### config.mk
export PLATFORM = sky130hd
export DESIGN_NAME = accel_motion_inactivity_detector_unit
export DESIGN_NICKNAME = d
export VERILOG_FILES = /design/src/sv/amid_pkg.sv /design/src/sv/amid_lane.sv /design/src/sv/amid_merge.sv /design/src/sv/accel_motion_inactivity_detector_unit.sv
export SDC_FILE = /design/constraint.sdc
export NUM_CORES = 1
export LEC_CHECK = 0
export BUFFER_PORTS_ARGS = -buffer_cell sky130_fd_sc_hd__buf_2
export CAP_MARGIN = 20
export CELL_PAD_IN_SITES_DETAIL_PLACEMENT = 1
export CELL_PAD_IN_SITES_GLOBAL_PLACEMENT = 1
export CORE_UTILIZATION = 50
export CTS_BUF_LIST = sky130_fd_sc_hd__clkbuf_2 sky130_fd_sc_hd__clkbuf_4 sky130_fd_sc_hd__clkbuf_8
export DETAILED_ROUTE_END_ITERATION = 6
export PLACE_DENSITY_LB_ADDON = 0.3
export SETUP_SLACK_MARGIN = 0.02
export SLEW_MARGIN = 15
export SYNTH_ARGS = -nofsm -noshare
export SYNTH_HDL_FRONTEND = slang
export SYNTH_HIERARCHICAL = 1
export SYNTH_SLANG_ARGS = --single-unit
### constraint.sdc
create_clock -name i_clk -period 13 [get_ports i_clk]
set_input_delay 0.65 -clock i_clk [delete_from_list [all_inputs] [get_ports i_clk]]
set_output_delay 0.65 -clock i_clk [all_outputs]
set_load 0.01 [all_outputs]
### src/sv/amid_pkg.sv
package amid_pkg;

    localparam int AXIS_W  = 16;
    localparam int DELTA_W = 18;
    localparam int TIME_W  = 32;
    localparam int DATA_W  = 32;
    localparam int ADDR_W  = 3;

    localparam logic [DELTA_W-1:0] THRESHOLD_RESET = DELTA_W'(1800);
    localparam logic [TIME_W-1:0]  TIMEOUT_RESET   = TIME_W'(30000);

    // Register indexes, decoded from paddr[2]
    localparam logic REG_THRESHOLD = 1'b0;
    localparam logic REG_TIMEOUT   = 1'b1;

    // Item kinds
    localparam logic REQ_SAMPLE = 1'b0;
    localparam logic REQ_ARM    = 1'b1;

    typedef struct packed {
        logic [DELTA_W-1:0] threshold;
        logic [TIME_W-1:0]  timeout;
    } t_cfg;

    // Control for an item in the lane stage, handed to the merge stage
    typedef struct packed {
        logic              valid;
        logic              kind;
        logic              active;
        logic [TIME_W-1:0] now;
    } t_s1;

endpackage

### src/sv/amid_lane.sv
module amid_lane (
    input  logic                                i_clk,
    input  logic                                i_rst_n,
    input  logic                                i_load,
    input  logic                                i_update,
    input  logic signed [amid_pkg::AXIS_W-1:0]  i_sample,
    output logic        [amid_pkg::AXIS_W-1:0]  o_mag
);
    import amid_pkg::*;

    logic signed [AXIS_W-1:0] r_prev;
    logic signed [AXIS_W:0]   diff;
    logic signed [AXIS_W:0]   mag_full;
    logic        [AXIS_W-1:0] r_mag;

    // 17-bit difference never overflows; its magnitude fits in 16 bits
    assign diff     = {i_sample[AXIS_W-1], i_sample} - {r_prev[AXIS_W-1], r_prev};
    assign mag_full = diff[AXIS_W] ? -diff : diff;

    // hold the previous sample, advance only on a sample taken while armed
    always_ff @(posedge i_clk) begin
        if (!i_rst_n) begin
            r_prev <= '0;
        end else if (i_update) begin
            r_prev <= i_sample;
        end
    end

    always_ff @(posedge i_clk) begin
        if (i_load) begin
            r_mag <= mag_full[AXIS_W-1:0];
        end
    end

    assign o_mag = r_mag;

endmodule

### src/sv/amid_merge.sv
module amid_merge (
    input  logic                          i_clk,
    input  logic                          i_rst_n,
    input  amid_pkg::t_s1                 i_s1,
    input  logic [amid_pkg::AXIS_W-1:0]   i_mag_x,
    input  logic [amid_pkg::AXIS_W-1:0]   i_mag_y,
    input  logic [amid_pkg::AXIS_W-1:0]   i_mag_z,
    input  amid_pkg::t_cfg                i_cfg,
    input  logic                          i_stall,
    output logic                          o_adv,
    output logic                          o_valid,
    output logic                          o_moving,
    output logic [amid_pkg::DELTA_W-1:0]  o_delta
);
    import amid_pkg::*;

    logic               r_valid;
    logic               r_flag;
    logic [DELTA_W-1:0] r_delta;
    logic [TIME_W-1:0]  r_last_ms;

    logic [DELTA_W-1:0] sum;
    logic [TIME_W-1:0]  elapsed;
    logic               take;
    logic               over;
    logic               expired;

    assign sum     = DELTA_W'(i_mag_x) + DELTA_W'(i_mag_y) + DELTA_W'(i_mag_z);
    assign elapsed = i_s1.now - r_last_ms;
    assign over    = sum > i_cfg.threshold;
    assign expired = elapsed >= i_cfg.timeout;

    assign o_adv = !r_valid || !i_stall;
    assign take  = i_s1.valid && o_adv;

    always_ff @(posedge i_clk) begin
        if (!i_rst_n) begin
            r_valid   <= 1'b0;
            r_flag    <= 1'b1;
            r_delta   <= '0;
            r_last_ms <= '0;
        end else begin
            if (o_adv) begin
                r_valid <= i_s1.valid;
            end
            if (take) begin
                if (i_s1.kind == REQ_ARM) begin
                    r_last_ms <= i_s1.now;
                end else if (i_s1.active) begin
                    r_delta <= sum;
                    if (over) begin
                        r_last_ms <= i_s1.now;
                        r_flag    <= 1'b1;
                    end else if (expired) begin
                        r_flag <= 1'b0;
                    end
                end
            end
        end
    end

    assign o_valid  = r_valid;
    assign o_moving = r_flag;
    assign o_delta  = r_delta;

endmodule

### src/sv/accel_motion_inactivity_detector_unit.sv
// Accelerometer motion detector with inactivity timeout.
//
// Input channel: i_valid with o_stall. A beat carries i_req_type (sample or
// arm), the three signed axes and the millisecond time i_now_ms. A beat is
// taken at a rising edge with i_valid high and o_stall low.
// Output channel: o_valid with i_stall. Each input beat yields exactly one
// output beat carrying o_moving and o_motion_delta, in input order.
//
// Timing: two register stages. Three axis lanes register the absolute
// differences against the held previous sample; the merge stage sums them,
// compares with the threshold and the inactivity timeout, and its registers
// are the output. One beat per cycle is sustained while i_stall stays low,
// as the time bookkeeping closes its loop inside the merge stage registers.
//
// Receiver stall: the output beat holds; the lane stage, if empty, still takes
// one more beat, then o_stall rises until the output is taken.
// Reset (synchronous, i_rst_n low): pipeline empties, not armed, moving = 1,
// delta = 0, registers return to threshold 1800 and timeout 30000 ms.
// Configuration: APB, threshold at 0x0, timeout at 0x4; write only while idle.
module accel_motion_inactivity_detector_unit (
    input  logic                                i_clk,
    input  logic                                i_rst_n,
    // APB configuration port
    input  logic                                psel,
    input  logic                                penable,
    input  logic                                pwrite,
    input  logic [amid_pkg::ADDR_W-1:0]         paddr,
    input  logic [amid_pkg::DATA_W-1:0]         pwdata,
    output logic [amid_pkg::DATA_W-1:0]         prdata,
    output logic                                pready,
    // input channel
    input  logic                                i_valid,
    output logic                                o_stall,
    input  logic                                i_req_type,
    input  logic signed [amid_pkg::AXIS_W-1:0]  i_accel_x,
    input  logic signed [amid_pkg::AXIS_W-1:0]  i_accel_y,
    input  logic signed [amid_pkg::AXIS_W-1:0]  i_accel_z,
    input  logic [amid_pkg::TIME_W-1:0]         i_now_ms,
    // output channel
    output logic                                o_valid,
    input  logic                                i_stall,
    output logic                                o_moving,
    output logic [amid_pkg::DELTA_W-1:0]        o_motion_delta
);
    import amid_pkg::*;

    t_cfg  r_cfg;
    t_s1   r_s1;
    t_s1   n_s1;
    logic  r_armed;

    logic  cfg_wr;
    logic  s1_load;
    logic  accept;
    logic  update;
    logic  adv;
    logic [AXIS_W-1:0] mag_x;
    logic [AXIS_W-1:0] mag_y;
    logic [AXIS_W-1:0] mag_z;

    // ---------------- configuration registers ----------------
    assign pready = 1'b1;
    assign cfg_wr = psel && penable && pwrite;

    always_ff @(posedge i_clk) begin
        if (!i_rst_n) begin
            r_cfg.threshold <= THRESHOLD_RESET;
            r_cfg.timeout   <= TIMEOUT_RESET;
        end else if (cfg_wr) begin
            if (paddr[2] == REG_THRESHOLD) begin
                r_cfg.threshold <= pwdata[DELTA_W-1:0];
            end else begin
                r_cfg.timeout <= pwdata[TIME_W-1:0];
            end
        end
    end

    always_comb begin
        if (paddr[2] == REG_TIMEOUT) begin
            prdata = r_cfg.timeout;
        end else begin
            prdata = DATA_W'(r_cfg.threshold);
        end
    end

    // ---------------- input handshake and lane stage ----------------
    // The lane stage loads when empty or when the merge stage takes its beat.
    assign s1_load = !r_s1.valid || adv;
    assign o_stall = !s1_load;
    assign accept  = i_valid && s1_load;
    // Samples count only once armed; the arm beat itself is not a sample.
    assign update  = accept && (i_req_type == REQ_SAMPLE) && r_armed;

    always_comb begin
        n_s1.valid  = accept;
        n_s1.kind   = i_req_type;
        n_s1.active = (i_req_type == REQ_SAMPLE) && r_armed;
        n_s1.now    = i_now_ms;
    end

    always_ff @(posedge i_clk) begin
        if (!i_rst_n) begin
            r_armed    <= 1'b0;
            r_s1.valid <= 1'b0;
        end else begin
            if (accept && (i_req_type == REQ_ARM)) begin
                r_armed <= 1'b1;
            end
            if (s1_load) begin
                r_s1.valid <= n_s1.valid;
            end
        end
        // payload of the lane stage needs no reset
        if (s1_load) begin
            r_s1.kind   <= n_s1.kind;
            r_s1.active <= n_s1.active;
            r_s1.now    <= n_s1.now;
        end
    end

    amid_lane u_lane_x (
        .i_clk    (i_clk),
        .i_rst_n  (i_rst_n),
        .i_load   (s1_load),
        .i_update (update),
        .i_sample (i_accel_x),
        .o_mag    (mag_x)
    );

    amid_lane u_lane_y (
        .i_clk    (i_clk),
        .i_rst_n  (i_rst_n),
        .i_load   (s1_load),
        .i_update (update),
        .i_sample (i_accel_y),
        .o_mag    (mag_y)
    );

    amid_lane u_lane_z (
        .i_clk    (i_clk),
        .i_rst_n  (i_rst_n),
        .i_load   (s1_load),
        .i_update (update),
        .i_sample (i_accel_z),
        .o_mag    (mag_z)
    );

    // ---------------- merge stage and output register ----------------
    amid_merge u_merge (
        .i_clk    (i_clk),
        .i_rst_n  (i_rst_n),
        .i_s1     (r_s1),
        .i_mag_x  (mag_x),
        .i_mag_y  (mag_y),
        .i_mag_z  (mag_z),
        .i_cfg    (r_cfg),
        .i_stall  (i_stall),
        .o_adv    (adv),
        .o_valid  (o_valid),
        .o_moving (o_moving),
        .o_delta  (o_motion_delta)
    );

`ifndef SYNTHESIS
    // Upstream is held back only when both stages are full and the output stalls.
    a_stall_only_when_full: assert property (@(posedge i_clk) disable iff (!i_rst_n)
        o_stall |-> (o_valid && i_stall && r_s1.valid))
        else $error("input stalled while pipeline has room");

    // A beat in the lane stage reaches the output register in the next cycle
    // whenever the output side can move.
    a_lane_to_out: assert property (@(posedge i_clk) disable iff (!i_rst_n)
        (r_s1.valid && (!o_valid || !i_stall)) |=> o_valid)
        else $error("lane stage beat lost");

    // Before the first arm beat, moving must read as set.
    a_unarmed_moving: assert property (@(posedge i_clk) disable iff (!i_rst_n)
        (!r_armed && o_valid) |-> o_moving)
        else $error("moving cleared while not armed");
`endif

endmodule

### Word level (Yosys, flattened, before mapping)

Index checks and enable logic that the tools add are counted.

| word-level totals | value |
|---|---|
| flip-flop bits (word level) | 234 |
| input bits | 123 |

| cells by class | value |
|---|---|
| add/sub/neg operators | 9 |
| order comparisons | 2 |
| mux-type cells | 9 |
| bitwise gates (word level) | 3 |
| reduce and logical (&&, ||, !) cells | 22 |

Operators by type and width:

| operator | count |
|---|---|
| $mux 32 | 4 |
| $sub 16x16->17 | 3 |
| $mux 16 | 3 |
| $neg 16->16 | 3 |
| $ge 32x32->1 | 1 |
| $sub 32x32->32 | 1 |
| $add 18x16->18 | 1 |
| $gt 18x18->1 | 1 |
| $add 16x16->17 | 1 |
| $logic_and 1x1->1 | 8 |
| $reduce_and 3->1 | 2 |
| $reduce_bool 2->1 | 3 |
| $logic_not 1->1 | 4 |
| $reduce_and 2->1 | 2 |
| $reduce_and 4->1 | 1 |
| $not 1->1 | 3 |
| $logic_or 1x1->1 | 2 |
| $mux 1 | 2 |

### Depth between registers and ports, before layout

Gate-level depths: netlist of the first run.

| logic depth | value |
|---|---|
| word-level depth | 6 |
| mapped depth | 21 |
| mapped depth without buffers | 19 |

### By module

Netlist of the first run, hierarchy kept.

By module, submodules not included:

| module | instances | cells an instance | area an instance (µm²) | seq. area each (µm²) |
|---|---|---|---|---|
| amid_merge | 1 | 905 | 6874.1 | 1041.0 |
| amid_lane (u_lane_y ...) | 2 | 249 | 2408.6 | 800.8 |
| accel_motion_inactivity_detector_unit | 1 | 290 | 3214.3 | 2062.0 |
| amid_lane (u_lane_x) | 1 | 262 | 2442.3 | 800.8 |

### Least setup slack after synthesis of the first run

Ideal clock, no wire load.

| timing path | value |
|---|---|
| kind | register to register |
| from | register u_lane_x.r_mag[1], in the netlist u_lane_x/o_mag[1] |
| to | register u_merge.r_last_ms[29] |
| arrival time | 4.107 ns |
| data required time | 12.873 ns |
| slack | 8.767 ns |
| cell stages (with the launch flop) | 22 |
| cells stage by stage | edfxtp_1 inv_1 fa_1 inv_1 ha_1 fa_1 a211oi_1 o21bai_1 a21oi_2 o21ai_2 o41ai_2 xnor2_1 ha_1 a21o_1 a21o_1 a21oi_1 o21ai_0 a21oi_1 buf_2 clkbuf_1 or3_1 nand4_1 |

| on the way | value |
|---|---|
| word-level cells in the longest chain between the ends | 5 |

Ends and longest elaborated chain:

| what | RTL line | RTL |
|---|---|---|
| start: declaration | amid_lane.sv:14 | `logic [AXIS_W-1:0] r_mag;` |
| start signal: assignment | amid_lane.sv:31 | `r_mag <= mag_full[AXIS_W-1:0];` |
| $add 16x16->17 | amid_merge.sv:28 | `assign sum = DELTA_W'(i_mag_x) + DELTA_W'(i_mag_y) + DELTA_W'(i_mag_z);` |
| $add 18x16->18 | amid_merge.sv:28 |  |
| named net u_merge.sum[15] | amid_merge.sv:22 | `logic [DELTA_W-1:0] sum;` |
| $gt 18x18->1 | amid_merge.sv:30 | `assign over = sum > i_cfg.threshold;` |
| $reduce_bool 2->1 (no line) | n/a |  |
| $reduce_and 3->1 (no line) | n/a |  |
| end signal: assignment | amid_merge.sv:48 | `r_last_ms <= i_s1.now;` |
| end signal: assignment | amid_merge.sv:52 | `r_last_ms <= i_s1.now;` |
| end: declaration | amid_merge.sv:20 | `logic [TIME_W-1:0] r_last_ms;` |

The timed path passes the listed nets, and every way through them passes these cells.
A chain may end at the register's enable or synchronous reset.

### Final worst setup path of the first run

| timing path | value |
|---|---|
| from | register u_lane_y.r_mag[1], in the netlist u_lane_y/o_mag[1] |
| to | register u_merge.r_last_ms[30] |

| on the way | value |
|---|---|
| word-level cells in the longest chain between the ends | 5 |

Ends and longest elaborated chain:

| what | RTL line |
|---|---|
| start: declaration | amid_lane.sv:14 |
| start signal: assignment | amid_lane.sv:31 |
| $add 16x16->17 | amid_merge.sv:28 |
| $add 18x16->18 | amid_merge.sv:28 |
| named net u_merge.sum[15] | amid_merge.sv:22 |
| $gt 18x18->1 | amid_merge.sv:30 |
| $reduce_bool 2->1 (no line) | n/a |
| $reduce_and 3->1 (no line) | n/a |

The timed path passes the listed nets, and every way through them passes these cells.

==> impl_metrics.json, run 1 <==
{
  "postRouteAntennaNets": 0,
  "die_area_sq_mm": 0.0354,
  "antenna_found_initial": 0,
  "initial_utilization": 0.512,
  "wire_per_inst_um": 20.1,
  "fmax_ghz": 0.194,
  "drc": 0,
  "ir_worst_vdd_mv": 0.291,
  "worst_slew_pin_slew_ns": 1.02,
  "cts_setup_buffers": 0,
  "final-seq-area_sq_mm": 0.00551,
  "io_buffers": 173,
  "grt_usage": 0.286,
  "htree_levels": 2,
  "die_w_um": 188,
  "postSynthAreaPerCell_sq_um": 8.87,
  "via_count": 15400,
  "cts_made_buffers": 46,
  "hold_viol": 0,
  "drt-total-wl_um": 51600,
  "seq_area_frac_synth": 0.317,
  "p_leak_nw": 7.79,
  "max-slew-margin-rel": 0.319,
  "first_pass_iters": 5,
  "hold_class": "input port to register",
  "rows": 67,
  "drt_iter0_markers": 612,
  "final.min_clock_period_ns": 5.16,
  "syn_inst": 1955,
  "grt_pass1_wl_um": 82300,
  "nNetsFinal": 2373,
  "maxSlewViolCount": 0,
  "worst_setup_path_end_kind": "register",
  "p_per_area_mw_per_mm2": 171,
  "multi_input_area_sq_mm": 0.0107,
  "cts_tree": "built",
  "timing.hold.ws_ns": 0.209,
  "setup_viol": 0,
  "clk_latency_ns": 0.62,
  "critPathKind": "register to register",
  "fillers": 4019,
  "coreArea_sq_mm": 0.0339,
  "cts_max_path_buffers": 3,
  "syn_nets": 2246,
  "ys_ff_latch": 234,
  "die_y_um": 188,
  "skew_ns": 0.0244,
  "drive_gt1_frac": 0.165,
  "critPathMaxFanout": 65,
  "drv_cap": 0,
  "place.gp.congestion": 0.915,
  "vias_per_cell": 5.99,
  "cts.hold.buffers_added": 0,
  "clk_pin_slew_ns": 0.06,
  "yosys_most_used_dff": "dfxtp_1",
  "ys_warn_count": 6,
  "fin_tns_setup_ns": 0,
  "root_buffer": "clkbuf_8",
  "place_hpwl_um": 37100,
  "finish.utilization": 0.576,
  "status": "complete, no violations",
  "area_growth_pct": 12.4,
  "power_mw": 3.33,
  "timing.final.crit_share": 0.397,
  "cp.arrival_ns": 5.62,
  "cts.sinks": 234,
  "ys_async_sr_fraction": 0,
  "placed_cell_area_sq_mm": 0.0184,
  "io_pins": 177,
  "grt_pass1_vias": 16200,
  "grt_start_max_net_pins": 92,
  "synth_area_sq_mm": 0.0173,
  "required_ns": 13.47,
  "final_design_area_no_fill_sq_mm": 0.0195,
  "gr-total-overflow": 0,
  "cts_repair_resize_count": 0,
  "synth-edff-count": 82,
  "synth.distinct_cells": 103,
  "startpoint_type": "register",
  "rsz0062_at_grt": "no"
}
through the flow:
step	std cells	worst slack [ns]
final	2567	7.84
after global routing	2566	7.58
after CTS	2565	7.88
after detailed placement	2481	8.06
after global placement	2481	8.19
after floorplan	1955	8.77
cell type report:
cell class	count	area share
tap	448	0.0287
inverter	184	0.0355
clock inverter	20	0.0133
timing repair buffer	183	0.0496
antenna	1	0.000128
sequential	234	0.282
clock buffer	64	0.0413
multi-input combinational	1433	0.549
power by group:
group,internal [mW],switching [mW]
clock,0.522,0.356
sequential,0.832,0.0470
combinational,0.584,0.987
final timing paths:
path / start / end / slack (ns) / depth (start not counted)
min: i_now_ms[31] / r_s1[31]$_DFFE_PP_ / 0.21 / 1
min reg2reg: u_merge/o_delta[7]$_SDFFE_PN0P_ / u_merge/o_delta[7]$_SDFFE_PN0P_ / 0.46 / 2
max: u_lane_y/o_mag[1]$_DFFE_PP_ / u_merge/r_last_ms[30]$_SDFFE_PN0P_ / 7.84 / 20
max reg2reg: u_lane_y/o_mag[1]$_DFFE_PP_ / u_merge/r_last_ms[30]$_SDFFE_PN0P_ / 7.84 / 20
worst max-delay path, stage by stage, from the launching register on:
cell	delay (ns)
edfxtp_1	0.34
inv_1	0.10
fa_1	0.54
inv_1	0.05
ha_1	0.22
fa_1	0.44
a211oi_1	0.31
o21bai_1	0.14
a21oi_2	0.24
o21ai_2	0.11
o41ai_2	0.24
xnor2_1	0.21
ha_1	0.31
a21o_1	0.20
a21o_1	0.17
a21oi_1	0.17
o21ai_0	0.16
a21oi_4	0.15
buf_4	0.55
or3_1	0.22
nand4_1	0.10
layout by cell type (no fill, tap or decap), types with 27 or more instances in the layout:
cell,netlist,layout
nor2b_1,62,62
xnor2_1,71,71
mux2i_1,52,52
xor2_1,27,27
o2111ai_1,34,34
nand2_1,125,125
nand3_1,155,155
nor2_1,72,72
dfxtp_1,152,152
nand4_1,85,85
inv_1,183,182
clkbuf_8,0,52
a21o_1,41,41
buf_2,16,172
o21ai_0,54,54
edfxtp_1,82,82
a21oi_1,111,110
or3_1,39,39
ha_1,147,147
kinds of logic after synthesis:
logic type | Yosys count | share of synthesized area
buffers and inverters | 288 | 0.0664
other | 1 | 0.000216
multiplexers | 71 | 0.0423
AO/OA/AOI/OAI | 436 | 0.186
XOR/XNOR | 104 | 0.0551
adder cells (fa/ha/maj) | 168 | 0.130
flip-flops | 234 | 0.317
AND/OR/NAND/NOR | 653 | 0.202
synth_stat cells (all sizes together), types with 5 or more instances:
| library cell | instances | area share |
|---|---|---|
| a31oi | 15 | 0.0054 |
| nand4 | 88 | 0.033 |
| nand2 | 125 | 0.027 |
| o211ai | 13 | 0.0056 |
| clkbuf | 71 | 0.015 |
| nand3 | 156 | 0.045 |
| ha | 147 | 0.11 |
| a211o | 6 | 0.0030 |
| o2111ai | 34 | 0.017 |
| edfxtp | 82 | 0.14 |
| a211oi | 9 | 0.0042 |
| o32ai | 5 | 0.0030 |
| fa | 21 | 0.024 |
| nor4 | 11 | 0.0057 |
| dfxtp | 152 | 0.18 |
| mux2i | 52 | 0.030 |
| a21oi | 113 | 0.033 |
| inv | 183 | 0.040 |
| o31ai | 11 | 0.0061 |
| xnor2 | 77 | 0.041 |
| buf | 33 | 0.011 |
| nor2 | 73 | 0.016 |
| o21ai | 80 | 0.025 |
| a21o | 42 | 0.018 |
| and2 | 24 | 0.0087 |
| nor2b | 62 | 0.022 |
| o21bai | 10 | 0.0043 |
| a22oi | 5 | 0.0025 |
| xor2 | 27 | 0.014 |
| o311ai | 5 | 0.0030 |
| mux2 | 19 | 0.012 |
| or3 | 40 | 0.015 |
| nor3 | 23 | 0.0066 |
| and3 | 14 | 0.0053 |
| o21a | 21 | 0.0091 |
| a21boi | 7 | 0.0030 |
| a221oi | 8 | 0.0098 |
| o221ai | 5 | 0.0032 |
| nand2b | 11 | 0.0040 |
registers in the layout, indices dropped and copies added (netlist names), 16 cells and up:
name               flops
r_cfg                 50
r_s1                  35
u_lane_x/o_mag        16
u_lane_x/r_prev       16
u_lane_y/o_mag        16
u_lane_y/r_prev       16
u_lane_z/o_mag        16
u_lane_z/r_prev       16
u_merge/o_delta       18
u_merge/r_last_ms     32
metal layers:
metal  vias to the layer above  routed length, um  GRT usage
met5                         -                  0          0
met4                         0               2560      0.149
met3                       149               1720     0.0440
met2                       331              26700      0.532
met1                      7518              20600      0.310
li1                       7378                  -          -
(Power assumes the default switching activity.)
==> inputs of run 2 (changes only) <==
--- a/config.mk
+++ b/config.mk
@@ -9,7 +9,7 @@
 export CAP_MARGIN = 20
 export CELL_PAD_IN_SITES_DETAIL_PLACEMENT = 1
 export CELL_PAD_IN_SITES_GLOBAL_PLACEMENT = 1
-export CORE_UTILIZATION = 50
+export CORE_UTILIZATION = 47
 export CTS_BUF_LIST = sky130_fd_sc_hd__clkbuf_2 sky130_fd_sc_hd__clkbuf_4 sky130_fd_sc_hd__clkbuf_8
 export DETAILED_ROUTE_END_ITERATION = 6
 export PLACE_DENSITY_LB_ADDON = 0.3
==> constraint.sdc (replaced) <==
create_clock -name i_clk -period 5.06 [get_ports i_clk]
set_input_delay 0.253 -clock i_clk [delete_from_list [all_inputs] [get_ports i_clk]]
set_output_delay 0.253 -clock i_clk [all_outputs]
set_load 0.01 [all_outputs]
==> impl_metrics.json, run 2 (synthesis results as in run 1) <==
{
  "drc": 0,
  "worst_slew_pin_slew_ns": 1.14,
  "cts.hold.buffers_added": 115,
  "timing.final.crit_share": 0.938,
  "grt_pass1_vias": 17000,
  "clk_latency_ns": 0.60,
  "wire_per_inst_um": 20.2,
  "largest_register_ffs": 50,
  "coreArea_sq_mm": 0.0364,
  "skew_ns": 0.0223,
  "slowest_delay_ns": 0.53,
  "max-slew-margin-rel": 0.231,
  "drive_gt1_frac": 0.155,
  "cts_made_buffers": 45,
  "cts.sinks": 234,
  "p_leak_nw": 8.25,
  "grt_util_met2": 0.534,
  "nNetsFinal": 2490,
  "cp.arrival_ns": 5.22,
  "gr-total-overflow": 0,
  "crit_slowest_cell": "fa_1",
  "dp_slack_ns": 0.370,
  "cp_cell_sequence": "inv_1 -> fa_1 -> inv_1 -> ha_1 -> fa_1 -> a211oi_1 -> o21bai_1 -> a21oi_2 -> o21ai_2 -> o41ai_2 -> xnor2_1 -> ha_1 -> a21o_1 -> a21o_1 -> a21oi_1 -> o21ai_0 -> a21oi_4 -> buf_12 -> or3_1 -> nand4_1",
  "cts_setup_buffers": 0,
  "ir_worst_vdd_mv": 0.439,
  "fin_tns_setup_ns": 0,
  "grt_usage": 0.285,
  "max_flop_register": "r_cfg",
  "setup_slack_ns": 0.313,
  "cts_repair_resize_count": 0,
  "place.gp.congestion": 0.893,
  "die_w_um": 194,
  "area_growth_pct": 18.9,
  "htree_levels": 2,
  "rrSetupSlack_ns": 0.31,
  "io_pins": 177,
  "cts_tree": "built",
  "drt-total-wl_um": 54700,
  "vias_per_cell": 5.86,
  "grt_start_max_net_pins": 110,
  "root_buffer": "clkbuf_8",
  "status": "complete, no violations",
  "grt_pass1_wl_um": 87000,
  "antenna_found_initial": 1,
  "die_area_sq_mm": 0.0377,
  "io_buffers": 173,
  "layout_common_cells": "inv_1, buf_2, nand3_1",
  "drt_iter0_markers": 714,
  "hold_viol": 0,
  "p_per_area_mw_per_mm2": 410,
  "fmax_ghz": 0.211,
  "postRouteAntennaNets": 0,
  "rows": 70,
  "setup_viol": 0,
  "worst_setup_path_end_kind": "register",
  "die_y_um": 194,
  "required_ns": 5.53,
  "maxSlewViolCount": 0,
  "first_pass_iters": 5,
  "met3_usage": 0.0353,
  "place_hpwl_um": 38100,
  "critPathMaxFanout": 65,
  "clk_pin_slew_ns": 0.06,
  "met1_usage": 0.318,
  "startpoint_type": "register",
  "hold_class": "input port to register",
  "rsz0062_at_grt": "no",
  "busiest_layer": "met2",
  "final.min_clock_period_ns": 4.75,
  "critPathKind": "register to register",
  "reg_top3": "r_cfg x50, r_s1 x35, u_merge/r_last_ms x32",
  "final_common_cell": "inv_1",
  "initial_utilization": 0.476,
  "drv_cap": 0,
  "via_count": 15800,
  "cts_max_path_buffers": 3
}
-- run 2: final cells by class --
cell class / instances / area [sq um]
multi-input cells: 1433 / 10700
clock inverters: 8 / 60.1
fillers: 4226 / 15800
flip-flops and latches: 234 / 5510
diodes: 1 / 2.50
clock buffers: 73 / 880
well taps: 468 / 586
inverters: 184 / 692
repair buffers: 301 / 2200
-- run 2: final timing paths --
kind / startpoint / to / cells after the start
setup / recovery: u_lane_x/o_mag[1]$_DFFE_PP_ / u_merge/r_last_ms[30]$_SDFFE_PN0P_ / 20
hold / removal: i_rst_n / u_lane_y/r_prev[8]$_SDFFE_PN0P_ / 2
setup reg to reg: u_lane_x/o_mag[1]$_DFFE_PP_ / u_merge/r_last_ms[30]$_SDFFE_PN0P_ / 20
hold reg to reg: r_cfg[28]$_SDFFE_PN0P_ / r_cfg[28]$_SDFFE_PN0P_ / 2
-- run 2: where the power goes --
group          internal, mW  switching [mW]  leakage, nW  total [mW]
clock                  1.14           0.859        0.497        2.00
combinational          1.63            2.57         5.66        4.20
sequential             2.14           0.118         2.10        2.25
total                  4.90            3.55         8.25        8.45
-- run 2: through the flow --
step / cell area, sq um / util / instances / total power, mW / hold WS [ns]
2_1_floorplan: 17300 / - / 1955 / 5.11 / 0.352
3_3_place_gp: 18500 / 0.507 / 2503 / 6.03 / 0.431
3_5_place_dp: 18500 / 0.507 / 2503 / 6.33 / 0.432
4_1_cts: 20600 / 0.565 / 2699 / 8.45 / 0.194
5_1_grt: 20600 / 0.566 / 2702 / 8.95 / 0.248
6_report: 20600 / 0.566 / 2702 / 8.45 / 0.233
-- run 2: metal layers --
metal	up-vias	routed length (um)
met5	-	0
met4	0	2300
met3	127	1840
met2	332	28500
met1	7781	22100
li1	7583	-
-- run 2: worst max-delay path: cells and delay by family, from the launching register on --
family / cells / cell delay, ns
flip-flops: 1 / 0.33
XOR/XNOR: 1 / 0.19
buffers and inverters: 3 / 0.38
AND/OR/NAND/NOR: 2 / 0.29
AO/OA/AOI/OAI: 10 / 1.89
adder cells (fa/ha/maj): 4 / 1.48
